### src/sv/fpba_pkg.sv
`timescale 1ns / 1ps
// ----------------------------------------------------------------------------
// fpba_pkg
// Shared types and constants for the fit-policy block allocator.
// ----------------------------------------------------------------------------
package fpba_pkg;

  localparam int MAX_BLOCKS = 64;
  localparam int IDX_W      = $clog2(MAX_BLOCKS);
  localparam int CNT_W      = $clog2(MAX_BLOCKS + 1);
  localparam int SIZE_W     = 16;
  localparam int CFG_W      = 7;

  // configuration register indexes
  localparam logic CFG_FIT_MODE    = 1'b0;
  localparam logic CFG_BLOCK_COUNT = 1'b1;

  // placement policies
  localparam logic [1:0] MODE_FIRST = 2'd0;
  localparam logic [1:0] MODE_BEST  = 2'd1;
  localparam logic [1:0] MODE_WORST = 2'd2;

  typedef enum logic [1:0] {
    KIND_LOAD    = 2'd0,
    KIND_REQUEST = 2'd1,
    KIND_RESTART = 2'd2,
    KIND_NONE    = 2'd3
  } kind_t;

  typedef enum logic [1:0] {
    STAT_LOADED    = 2'd0,
    STAT_ALLOCATED = 2'd1,
    STAT_NOALLOC   = 2'd2,
    STAT_RESTARTED = 2'd3
  } stat_t;

  typedef enum logic [2:0] {
    ST_IDLE,
    ST_SCAN,
    ST_PICK,
    ST_COPY,
    ST_FIN
  } state_t;

  typedef struct packed {
    logic  load;   // store a block size at transfer
    logic  start;  // begin a scan or a copy sweep
    logic  scan;
    logic  copy;
    logic  pick;   // commit the chosen block
    logic  fin;    // move the result into the output register
    stat_t res;
  } cmd_t;

  typedef struct packed {
    logic scan_done;
    logic copy_done;
    logic found;
    logic out_free;
  } sts_t;

endpackage

### src/sv/fpba_ctrl.sv
`timescale 1ns / 1ps
// ----------------------------------------------------------------------------
// fpba_ctrl
// Sequencer for loads, scans, commits and restart sweeps.
// ----------------------------------------------------------------------------
module fpba_ctrl (
  input  logic               clk,
  input  logic               rst_n,
  input  logic               in_valid,
  input  logic [1:0]         in_kind,
  output logic               in_ready,
  input  fpba_pkg::sts_t     sts,
  output fpba_pkg::cmd_t     cmd
);

  fpba_pkg::state_t state_r, state_nxt;
  fpba_pkg::stat_t  res_r, res_nxt;

  always_ff @(posedge clk) begin
    if (!rst_n) begin
      state_r <= fpba_pkg::ST_IDLE;
      res_r   <= fpba_pkg::STAT_LOADED;
    end else begin
      state_r <= state_nxt;
      res_r   <= res_nxt;
    end
  end

  always_comb begin
    state_nxt = state_r;
    res_nxt   = res_r;
    in_ready  = 1'b0;
    cmd       = '0;
    cmd.res   = res_r;
    unique case (state_r)
      fpba_pkg::ST_IDLE: begin
        in_ready = 1'b1;
        if (in_valid) begin
          unique case (fpba_pkg::kind_t'(in_kind))
            fpba_pkg::KIND_LOAD: begin
              cmd.load  = 1'b1;
              res_nxt   = fpba_pkg::STAT_LOADED;
              state_nxt = fpba_pkg::ST_FIN;
            end
            fpba_pkg::KIND_REQUEST: begin
              cmd.start = 1'b1;
              state_nxt = fpba_pkg::ST_SCAN;
            end
            fpba_pkg::KIND_RESTART: begin
              cmd.start = 1'b1;
              state_nxt = fpba_pkg::ST_COPY;
            end
            default: state_nxt = fpba_pkg::ST_IDLE;
          endcase
        end
      end
      fpba_pkg::ST_SCAN: begin
        cmd.scan = 1'b1;
        if (sts.scan_done) begin
          if (sts.found) begin
            state_nxt = fpba_pkg::ST_PICK;
          end else begin
            res_nxt   = fpba_pkg::STAT_NOALLOC;
            state_nxt = fpba_pkg::ST_FIN;
          end
        end
      end
      fpba_pkg::ST_PICK: begin
        cmd.pick  = 1'b1;
        res_nxt   = fpba_pkg::STAT_ALLOCATED;
        state_nxt = fpba_pkg::ST_FIN;
      end
      fpba_pkg::ST_COPY: begin
        cmd.copy = 1'b1;
        if (sts.copy_done) begin
          res_nxt   = fpba_pkg::STAT_RESTARTED;
          state_nxt = fpba_pkg::ST_FIN;
        end
      end
      fpba_pkg::ST_FIN: begin
        if (sts.out_free) begin
          cmd.fin   = 1'b1;
          state_nxt = fpba_pkg::ST_IDLE;
        end
      end
      default: state_nxt = fpba_pkg::ST_IDLE;
    endcase
  end

endmodule

### src/sv/fpba_dp.sv
`timescale 1ns / 1ps
// ----------------------------------------------------------------------------
// fpba_dp
// Block tables, config registers, fit compare and output register.
// ----------------------------------------------------------------------------
module fpba_dp (
  input  logic                        clk,
  input  logic                        rst_n,
  input  logic                        cfg_we,
  input  logic                        cfg_index,
  input  logic [fpba_pkg::CFG_W-1:0]  cfg_wdata,
  input  logic [fpba_pkg::IDX_W-1:0]  in_block_index,
  input  logic [fpba_pkg::SIZE_W-1:0] in_size,
  input  logic                        out_ready,
  output logic                        out_valid,
  output logic [1:0]                  out_status,
  output logic [fpba_pkg::IDX_W-1:0]  out_chosen_block,
  output logic [fpba_pkg::SIZE_W-1:0] out_block_size,
  output logic [fpba_pkg::SIZE_W-1:0] out_free_left,
  input  fpba_pkg::cmd_t              cmd,
  output fpba_pkg::sts_t              sts
);

  localparam logic [fpba_pkg::CNT_W-1:0] MAX_CNT = fpba_pkg::CNT_W'(fpba_pkg::MAX_BLOCKS);

  logic [fpba_pkg::SIZE_W-1:0] orig_mem [fpba_pkg::MAX_BLOCKS];
  logic [fpba_pkg::SIZE_W-1:0] free_mem [fpba_pkg::MAX_BLOCKS];

  logic [1:0]                  mode_r;
  logic [fpba_pkg::CFG_W-1:0]  bcount_r;
  logic [fpba_pkg::CNT_W-1:0]  count_r;
  logic [fpba_pkg::CNT_W-1:0]  idx_r;
  logic                        rd_vld_r;
  logic [fpba_pkg::IDX_W-1:0]  rd_idx_r;
  logic [fpba_pkg::SIZE_W-1:0] rd_free_r;
  logic [fpba_pkg::SIZE_W-1:0] rd_orig_r;
  logic                        found_r;
  logic [fpba_pkg::IDX_W-1:0]  pick_r;
  logic [fpba_pkg::SIZE_W-1:0] best_r;
  logic [fpba_pkg::SIZE_W-1:0] req_r;
  logic [fpba_pkg::IDX_W-1:0]  bidx_r;
  logic                        out_valid_r;
  logic [1:0]                  out_status_r;
  logic [fpba_pkg::IDX_W-1:0]  out_chosen_r;
  logic [fpba_pkg::SIZE_W-1:0] out_bsize_r;
  logic [fpba_pkg::SIZE_W-1:0] out_left_r;

  logic                        scan_rd;
  logic                        copy_rd;
  logic                        take;
  logic [fpba_pkg::SIZE_W-1:0] left;
  logic                        fw_en;
  logic [fpba_pkg::IDX_W-1:0]  fw_addr;
  logic [fpba_pkg::SIZE_W-1:0] fw_data;
  logic                        or_en;
  logic [fpba_pkg::IDX_W-1:0]  or_addr;

  assign scan_rd = cmd.scan && (idx_r < count_r);
  assign copy_rd = cmd.copy && (idx_r < MAX_CNT);
  assign left    = best_r - req_r;

  // a fitting block wins if it is the first, or strictly better under the policy
  always_comb begin
    take = 1'b0;
    if (cmd.scan && rd_vld_r && (rd_free_r >= req_r)) begin
      if (!found_r) begin
        take = 1'b1;
      end else if (mode_r == fpba_pkg::MODE_BEST) begin
        take = rd_free_r < best_r;
      end else if (mode_r == fpba_pkg::MODE_WORST) begin
        take = rd_free_r > best_r;
      end
    end
  end

  // free-space write port: load, restart sweep, commit
  always_comb begin
    fw_en   = 1'b0;
    fw_addr = in_block_index;
    fw_data = in_size;
    if (cmd.load) begin
      fw_en = 1'b1;
    end else if (cmd.copy && rd_vld_r) begin
      fw_en   = 1'b1;
      fw_addr = rd_idx_r;
      fw_data = rd_orig_r;
    end else if (cmd.pick) begin
      fw_en   = 1'b1;
      fw_addr = pick_r;
      fw_data = left;
    end
  end

  assign or_en   = copy_rd || cmd.pick;
  assign or_addr = cmd.pick ? pick_r : idx_r[fpba_pkg::IDX_W-1:0];

  always_ff @(posedge clk) begin
    if (fw_en) begin
      free_mem[fw_addr] <= fw_data;
    end
    if (scan_rd) begin
      rd_free_r <= free_mem[idx_r[fpba_pkg::IDX_W-1:0]];
    end
  end

  always_ff @(posedge clk) begin
    if (cmd.load) begin
      orig_mem[in_block_index] <= in_size;
    end
    if (or_en) begin
      rd_orig_r <= orig_mem[or_addr];
    end
  end

  always_ff @(posedge clk) begin
    if (!rst_n) begin
      mode_r   <= fpba_pkg::MODE_FIRST;
      bcount_r <= fpba_pkg::CFG_W'(fpba_pkg::MAX_BLOCKS);
    end else if (cfg_we) begin
      if (cfg_index == fpba_pkg::CFG_FIT_MODE) begin
        mode_r <= cfg_wdata[1:0];
      end else begin
        bcount_r <= cfg_wdata;
      end
    end
  end

  always_ff @(posedge clk) begin
    if (!rst_n) begin
      idx_r    <= '0;
      rd_vld_r <= 1'b0;
      found_r  <= 1'b0;
    end else if (cmd.start) begin
      idx_r    <= '0;
      rd_vld_r <= 1'b0;
      found_r  <= 1'b0;
    end else if (cmd.scan || cmd.copy) begin
      rd_vld_r <= scan_rd || copy_rd;
      if (scan_rd || copy_rd) begin
        idx_r <= idx_r + 1'b1;
      end
      if (take) begin
        found_r <= 1'b1;
      end
    end
  end

  always_ff @(posedge clk) begin
    if (cmd.start || cmd.load) begin
      req_r  <= in_size;
      bidx_r <= in_block_index;
    end
    if (cmd.start) begin
      count_r <= (bcount_r > fpba_pkg::CFG_W'(fpba_pkg::MAX_BLOCKS)) ? MAX_CNT
                 : fpba_pkg::CNT_W'(bcount_r);
    end
    if (scan_rd || copy_rd) begin
      rd_idx_r <= idx_r[fpba_pkg::IDX_W-1:0];
    end
    if (take) begin
      pick_r <= rd_idx_r;
      best_r <= rd_free_r;
    end
  end

  always_ff @(posedge clk) begin
    if (!rst_n) begin
      out_valid_r <= 1'b0;
    end else if (cmd.fin) begin
      out_valid_r <= 1'b1;
    end else if (out_ready) begin
      out_valid_r <= 1'b0;
    end
  end

  always_ff @(posedge clk) begin
    if (cmd.fin) begin
      out_status_r <= cmd.res;
      case (cmd.res)
        fpba_pkg::STAT_LOADED: begin
          out_chosen_r <= bidx_r;
          out_bsize_r  <= req_r;
          out_left_r   <= req_r;
        end
        fpba_pkg::STAT_ALLOCATED: begin
          out_chosen_r <= pick_r;
          out_bsize_r  <= rd_orig_r;
          out_left_r   <= left;
        end
        default: begin
          out_chosen_r <= '0;
          out_bsize_r  <= '0;
          out_left_r   <= '0;
        end
      endcase
    end
  end

  assign sts.scan_done = !(idx_r < count_r) && !rd_vld_r;
  assign sts.copy_done = !(idx_r < MAX_CNT) && !rd_vld_r;
  assign sts.found     = found_r;
  assign sts.out_free  = !out_valid_r || out_ready;

  assign out_valid        = out_valid_r;
  assign out_status       = out_status_r;
  assign out_chosen_block = out_chosen_r;
  assign out_block_size   = out_bsize_r;
  assign out_free_left    = out_left_r;

endmodule

### src/sv/fit_policy_block_allocator_unit.sv
`timescale 1ns / 1ps
// A load goes straight to the result; a request scans block_count (max 64)
//   blocks, one table read per block through the free-space RAM port, then a
//   commit of the chosen block when one fits; restart sweeps all MAX_BLOCKS.
// One item at a time; the next item is accepted the cycle after the result
//   enters the output register. Tables are undefined until loaded; reset clears
//   control, sets fit_mode to first fit and block_count to 64.
// ----------------------------------------------------------------------------
// fit_policy_block_allocator_unit
// First/best/worst fit allocator over a table of memory blocks.
// ----------------------------------------------------------------------------
module fit_policy_block_allocator_unit (
  input  logic                        clk,
  input  logic                        rst_n,
  input  logic                        cfg_we,
  input  logic                        cfg_index,
  input  logic [fpba_pkg::CFG_W-1:0]  cfg_wdata,
  input  logic                        in_valid,
  output logic                        in_ready,
  input  logic [1:0]                  in_kind,
  input  logic [fpba_pkg::IDX_W-1:0]  in_block_index,
  input  logic [fpba_pkg::SIZE_W-1:0] in_size,
  output logic                        out_valid,
  input  logic                        out_ready,
  output logic [1:0]                  out_status,
  output logic [fpba_pkg::IDX_W-1:0]  out_chosen_block,
  output logic [fpba_pkg::SIZE_W-1:0] out_block_size,
  output logic [fpba_pkg::SIZE_W-1:0] out_free_left
);

  fpba_pkg::cmd_t cmd;
  fpba_pkg::sts_t sts;

  fpba_ctrl u_ctrl (
    .clk      (clk),
    .rst_n    (rst_n),
    .in_valid (in_valid),
    .in_kind  (in_kind),
    .in_ready (in_ready),
    .sts      (sts),
    .cmd      (cmd)
  );

  fpba_dp u_dp (
    .clk              (clk),
    .rst_n            (rst_n),
    .cfg_we           (cfg_we),
    .cfg_index        (cfg_index),
    .cfg_wdata        (cfg_wdata),
    .in_block_index   (in_block_index),
    .in_size          (in_size),
    .out_ready        (out_ready),
    .out_valid        (out_valid),
    .out_status       (out_status),
    .out_chosen_block (out_chosen_block),
    .out_block_size   (out_block_size),
    .out_free_left    (out_free_left),
    .cmd              (cmd),
    .sts              (sts)
  );

endmodule
### config.mk
export PLATFORM = sky130hd
export DESIGN_NAME = fit_policy_block_allocator_unit
export DESIGN_NICKNAME = d
export VERILOG_FILES = /design/src/sv/fpba_pkg.sv /design/src/sv/fpba_ctrl.sv /design/src/sv/fpba_dp.sv /design/src/sv/fit_policy_block_allocator_unit.sv
export SDC_FILE = /design/constraint.sdc
export NUM_CORES = 2
export LEC_CHECK = 0
export BUFFER_PORTS_ARGS = -buffer_cell sky130_fd_sc_hd__buf_4
export CORE_MARGIN = 2
export CORE_UTILIZATION = 50
export CTS_BUF_LIST = sky130_fd_sc_hd__clkbuf_4
export DETAILED_ROUTE_END_ITERATION = 16
export PLACE_DENSITY = 0.68
export SLEW_MARGIN = 30
export SYNTH_ARGS = -nofsm -noshare
export SYNTH_HDL_FRONTEND = slang
export SYNTH_SLANG_ARGS = --single-unit
export TNS_END_PERCENT = 50
### constraint.sdc
create_clock -name clk -period 5.1 [get_ports clk]
set_clock_uncertainty 0.1 [all_clocks]
set_input_delay 0.255 -clock clk [delete_from_list [all_inputs] [get_ports clk]]
set_output_delay 0.255 -clock clk [all_outputs]
set_load 0.005 [all_outputs]
# Yosys cells after proc, flatten, opt, wreduce, memory -nomap -nowiden
# Memory sizes are Yosys's and may differ from the RTL's. A register that Yosys moved wholly into a read port is not among the register bits.
# Index checks and enable logic that the tools add are counted.
# op_classes
add_sub_neg	2
n_mul	0
div	0
magnitude_cmp	6
n_eq_ne	15
shift	0
mux	46
n_bitwise	2
n_reduce_logical	29
# op_table
operator	count
$pmux 16 s2	2
$mux 16	3
$mux 6	4
$mux 1	21
$ge 16x16->1	1
$gt 16x16->1	1
$lt 16x16->1	1
$sub 16x16->16	1
$mux 3	5
$pmux 3 s5	1
$mux 2	7
$ne 2x2->1 const B	6
$pmux 6 s2	1
$pmux 3 s3	1
$pmux 2 s4	1
$reduce_and 2->1	4
$add 7x1->7 const B	1
$gt 7x7->1 const B	1
$logic_and 1x1->1	7
$lt 7x7->1	1
$lt 7x7->1 const B	1
$eq 2x1->1 const B	3
$eq 3x2->1 const B	2
$reduce_and 6->1	1
other kinds (12)	23
# totals
ff_bits	121
latch_bits	0
ram_bits	2048
romBits	0
input_bits	37
output_inout_bits	42
elab_cells	120
n_memories	2
# memory_table
memory	depth	width	rd	rd_ports_with_merged_regs	wr	line	rtl
u_dp.free_mem	64	16	1	1	1	fpba_dp.sv:27	logic [fpba_pkg::SIZE_W-1:0] free_mem [fpba_pkg::MAX_BLOCKS];
u_dp.orig_mem	64	16	1	1	1	fpba_dp.sv:26	logic [fpba_pkg::SIZE_W-1:0] orig_mem [fpba_pkg::MAX_BLOCKS];

# Depth between registers and ports, before layout
# depth
word_depth	8
mapped_depth	11

# Hierarchy
# A second synthesis with hierarchy kept.
# hier_totals
hier_cells	6005
hier_area_um2	93238.2
# modules_own_cells
module	instances	cells_each	area_per_inst_um2	seq_area_each_um2
fpba_dp	1	5959	92869.1	65753.1
fpba_ctrl	1	46	369.1	100.1

# Least setup slack after synthesis
# Ideal clock, no wire load.
# synth_path
kind	register to register
from	register u_dp.req_r[1] (netlist name)
to	memory u_dp.free_mem[0][13] (netlist name), data pin
setup_ps	702
arrival_time_ps	4565
required_time_ps	4298
slack_ps	-267
stages_incl_launch_ff	10
period_less_slack_ps	5367
path_cell_list	edfxtp_1 -> inv_1 -> ha_1 -> nor2b_1 -> o31ai_1 -> a21oi_1 -> a221o_1 -> o41ai_1 -> xor2_1 -> o21ai_0
# synth_via
elab_chain_len	4
# synth_rtl
item	line	rtl
start, declared	fpba_dp.sv:40	logic [fpba_pkg::SIZE_W-1:0] req_r;
start signal, assigned	fpba_dp.sv:150	req_r <= in_size;
$sub 16x16->16	fpba_dp.sv:60	assign left = best_r - req_r;
$mux 16	fpba_dp.sv:87	end else if (cmd.pick) begin
$mux 16	fpba_dp.sv:83	end else if (cmd.copy && rd_vld_r) begin
$mux 16	fpba_dp.sv:81	if (cmd.load) begin
named net u_dp.fw_data (one bit)	fpba_dp.sv:54	logic [fpba_pkg::SIZE_W-1:0] fw_data;
end, declared	fpba_dp.sv:27	
# The timed path passes the listed nets, and every way through them passes these cells.

# Final worst setup path
# layout_path
from	register u_ctrl.state_r[1]
to	register u_dp.rd_orig_r[4] (netlist name) (read register of u_dp.orig_mem), data pin
# layout_via
elab_chain_len	4
# layout_rtl
item	line	rtl
start, declared	fpba_ctrl.sv:16	fpba_pkg::state_t state_r, state_nxt;
start signal, assigned	fpba_ctrl.sv:21	state_r <= fpba_pkg::ST_IDLE;
start signal, assigned	fpba_ctrl.sv:24	state_r <= state_nxt;
$eq 3x2->1	fpba_ctrl.sv:35	unique case (state_r)
$mux 1	fpba_ctrl.sv:35	
$logic_and 1x1->1	fpba_dp.sv:59	assign copy_rd = cmd.copy && (idx_r < MAX_CNT);
$logic_or 1x1->1	fpba_dp.sv:94	assign or_en = copy_rd || cmd.pick;
end, declared	fpba_dp.sv:36	logic [fpba_pkg::SIZE_W-1:0] rd_orig_r;
# Several ways; a longest one is shown, not always the timed one.
# A chain may end at the register's enable or synchronous reset.

==> out/qor.yml <==
synthesis:
  ys_types: 59
  syn_nets: 3984
  synth_commonest_cells: "edfxtp_1 (2177), mux4_2 (592), nor2_1 (188), nand2_1 (141), clkbuf_1 (101)"
  synthArstFlopShare: 0
  synth-edff-count: 2177
  synth_ff_type: "edfxtp_1"
  synthTopCellsByArea: "edfxtp_1 (76%), mux4_2 (16%), ha_1 (0.83%), nor2_1 (0.83%), a22oi_1 (0.79%)"
  ys_warn_count: 0
  syn_area_per_cell_um2: 22.0
  synth_most_common_cell: "edfxtp_1"
  ys_seq_area_frac: 0.770
  synth_cells: 3889
  synth_top_area_share: 0.765
  synth_area_leader_cell: "edfxtp_1"
  ys_seq_elements: 2201
  syn_area_um2: 85500
final_layout:
  multiInputGateArea_um2: 18900
  seqCellArea_um2: 65900
  drive_gt1_frac: 0.357
  fin_nets: 4754
  area_delta_synth_final_pct: 14.5
  fill_cells: 12400
worst_setup_path:
  reg2reg_slack_ns: 0.58
  cp.required_ns: 6.07
  startpoint_type: "flop"
  crit_arrival_ns: 5.49
  worstPathMaxFanout: 82
  crit_type: "flop to flop"
  end_kind: "flop"
placement:
  place.gp.congestion: 0.883
  port_buffers: 78
  pre_cts_slack_ns: 0.659
  dp_hpwl_um: 125000
detailed_routing:
  drc_errors: 0
  ant_nets: 0
  vias: 44200
  post_drt_wl_per_cell_um: 30.1
  totalWireLength_um: 218000
  vias_per_cell: 6.11
  drt_iter0_markers: 5525
  drtPass1Iterations: 8
floorplan:
  ios: 79
  dieArea_um2: 174000
  die_y_um: 417
  core_region_area_um2: 170000
  die_x_um: 417
  start_util: 0.504
  rows: 151
global_routing:
  track_usage: 0.252
  overflow: 0
  grt_pass1_wl_um: 313000
  grt_max_degree: 111
  antenna_found_initial: 6
  grt_pass1_vias: 45100
sta:
  max_freq_mhz: 221
  hold_viol: 0
  final-setup-viol-count: 0
  slew_violations: 0
  period_share: 0.886
  finalSetupTns_ns: 0
  fin_crit_ns: 4.52
  setup_slack_ns: 0.579
  slew-limit-headroom: 0.304
  rsz0062_at_grt: "no"
  tightestPinTransition_ns: 1.04
power_and_ir_drop:
  peakVddDrop_mv: 0.289
  total_power_w: 0.0374
  pwr_density_cell_nw_per_um2: 382
  leakage_nw: 32.0
clock_tree:
  cts_max_level: 6
  clock-sinks: 2201
  cts_buffers: 552
  clock_latency_ns: 1.36
  path_clk_slew_ns: 0.07
  ctsHoldBuffers: 88
  post_cts_buffers: 0
  cts_root_buf: "clkbuf_4"
  cts_tree: "done"
  cts_resized: 0
  cts.path.max_buffers: 4
hold_path:
  hold_path_class: "primary input to flop"
outcome:
  status: "completed"
job:
  cap_violations: 0
## routing by layer
metal  vias up  routed length (um)  share of wire  global-route usage
met1     23000               81700           0.38               0.332
met3       420               20300          0.093              0.0566
met5         -                   0              0                   0
met4         0                8500          0.039               0.107
li1      18300                   -              -                   -
met2      2483              107000           0.49               0.407
## state kept, by name, indices dropped and copies added, names as in the netlist
| signal | count |
|---|---|
| u_ctrl.res_r | 2 |
| u_ctrl.state_r | 3 |
| u_dp.bcount_r | 7 |
| u_dp.best_r | 16 |
| u_dp.bidx_r | 6 |
| u_dp.count_r | 7 |
| u_dp.found_r | 1 |
| u_dp.free_mem | 1024 |
| u_dp.idx_r | 7 |
| u_dp.mode_r | 2 |
| u_dp.orig_mem | 1024 |
| u_dp.out_block_size | 16 |
| u_dp.out_chosen_block | 6 |
| u_dp.out_free_left | 16 |
| u_dp.out_status | 2 |
| u_dp.out_valid | 1 |
| u_dp.pick_r | 6 |
| u_dp.rd_free_r | 16 |
| u_dp.rd_idx_r | 6 |
| u_dp.rd_orig_r | 16 |
| u_dp.rd_vld_r | 1 |
| u_dp.req_r | 16 |
## final cells by class
| class | instances | share of cell area |
|---|---|---|
| Clock inverter | 142 | 0.00897 |
| Antenna cell | 15 | 0.000383 |
| Tap cell | 2218 | 0.0283 |
| Sequential cell | 2201 | 0.673 |
| Timing Repair Buffer | 410 | 0.0368 |
| Inverter | 46 | 0.00176 |
| Multi-Input combinational cell | 1448 | 0.193 |
| Clock buffer | 758 | 0.0581 |
## stage by stage
| stage | hold slack [ns] | utilization | instance area (um^2) | std cells |
|---|---|---|---|---|
| global placement | 0.333 | 0.532 | 90200 | 6227 |
| CTS | 0.0185 | 0.577 | 97900 | 7222 |
| floorplan | 0.254 | - | 85500 | 3889 |
| global route | 0.0277 | 0.577 | 97900 | 7234 |
| finish | 0.115 | 0.577 | 97900 | 7238 |
| detailed placement | 0.339 | 0.533 | 90400 | 6234 |
## cell families after synthesis
group	after synthesis	share of synthesized area
multiplexers	603	0.157
XOR/XNOR	18	0.00184
AND/OR/NAND/NOR	444	0.0227
AO/OA/AOI/OAI	325	0.0273
flip-flops	2201	0.770
adder cells (fa/ha/maj)	58	0.00858
buffers and inverters	240	0.0118
## cells in the final DEF (no fill, tap or decap), drive strengths merged, types with 24 or more instances in the layout
master       Yosys  layout
dfxtp           24      24
a22o            33      33
clkbuf         101     758
buf             93     329
a221oi          32      32
dlygate4sd3      0      81
edfxtp        2177    2177
ha              57      57
nor2           188     188
inv             45      59
o21ai           24      24
nand2          141     141
mux4           592     592
a22oi           90      90
a21oi           65      65
clkinv           1     116
## worst paths after layout
check                              endpoint                           start  cells past startpoint
min          u_dp.orig_mem[41][4]$_DFFE_PP_                      in_size[4]                      3
max reg2reg     u_dp.rd_orig_r[4]$_DFFE_PP_  u_ctrl.state_r[1]$_SDFFE_PN0P_                     10
min reg2reg        u_dp.pick_r[2]$_DFFE_PP_      u_dp.rd_idx_r[2]$_DFFE_PN_                      0
max             u_dp.rd_orig_r[4]$_DFFE_PP_  u_ctrl.state_r[1]$_SDFFE_PN0P_                     10
## worst max-delay path, stage by stage, from the launching register on
cell	delay, ns
dfxtp_1	0.61
nand2b_1	0.23
or2_1	0.36
buf_4	0.24
a21oi_4	0.19
buf_4	0.28
buf_12	0.38
mux4_2	0.41
a22o_1	0.25
a221oi_1	0.82
o221ai_1	0.20
## where the power goes
group	leakage, nW	total (W)	switching [W]	internal (W)
clock	3.95	0.0143	0.00682	0.00745
combinational	8.27	0.00289	0.00168	0.00121
sequential	19.8	0.0202	0.0000899	0.0201
(Power assumes the default switching activity.)
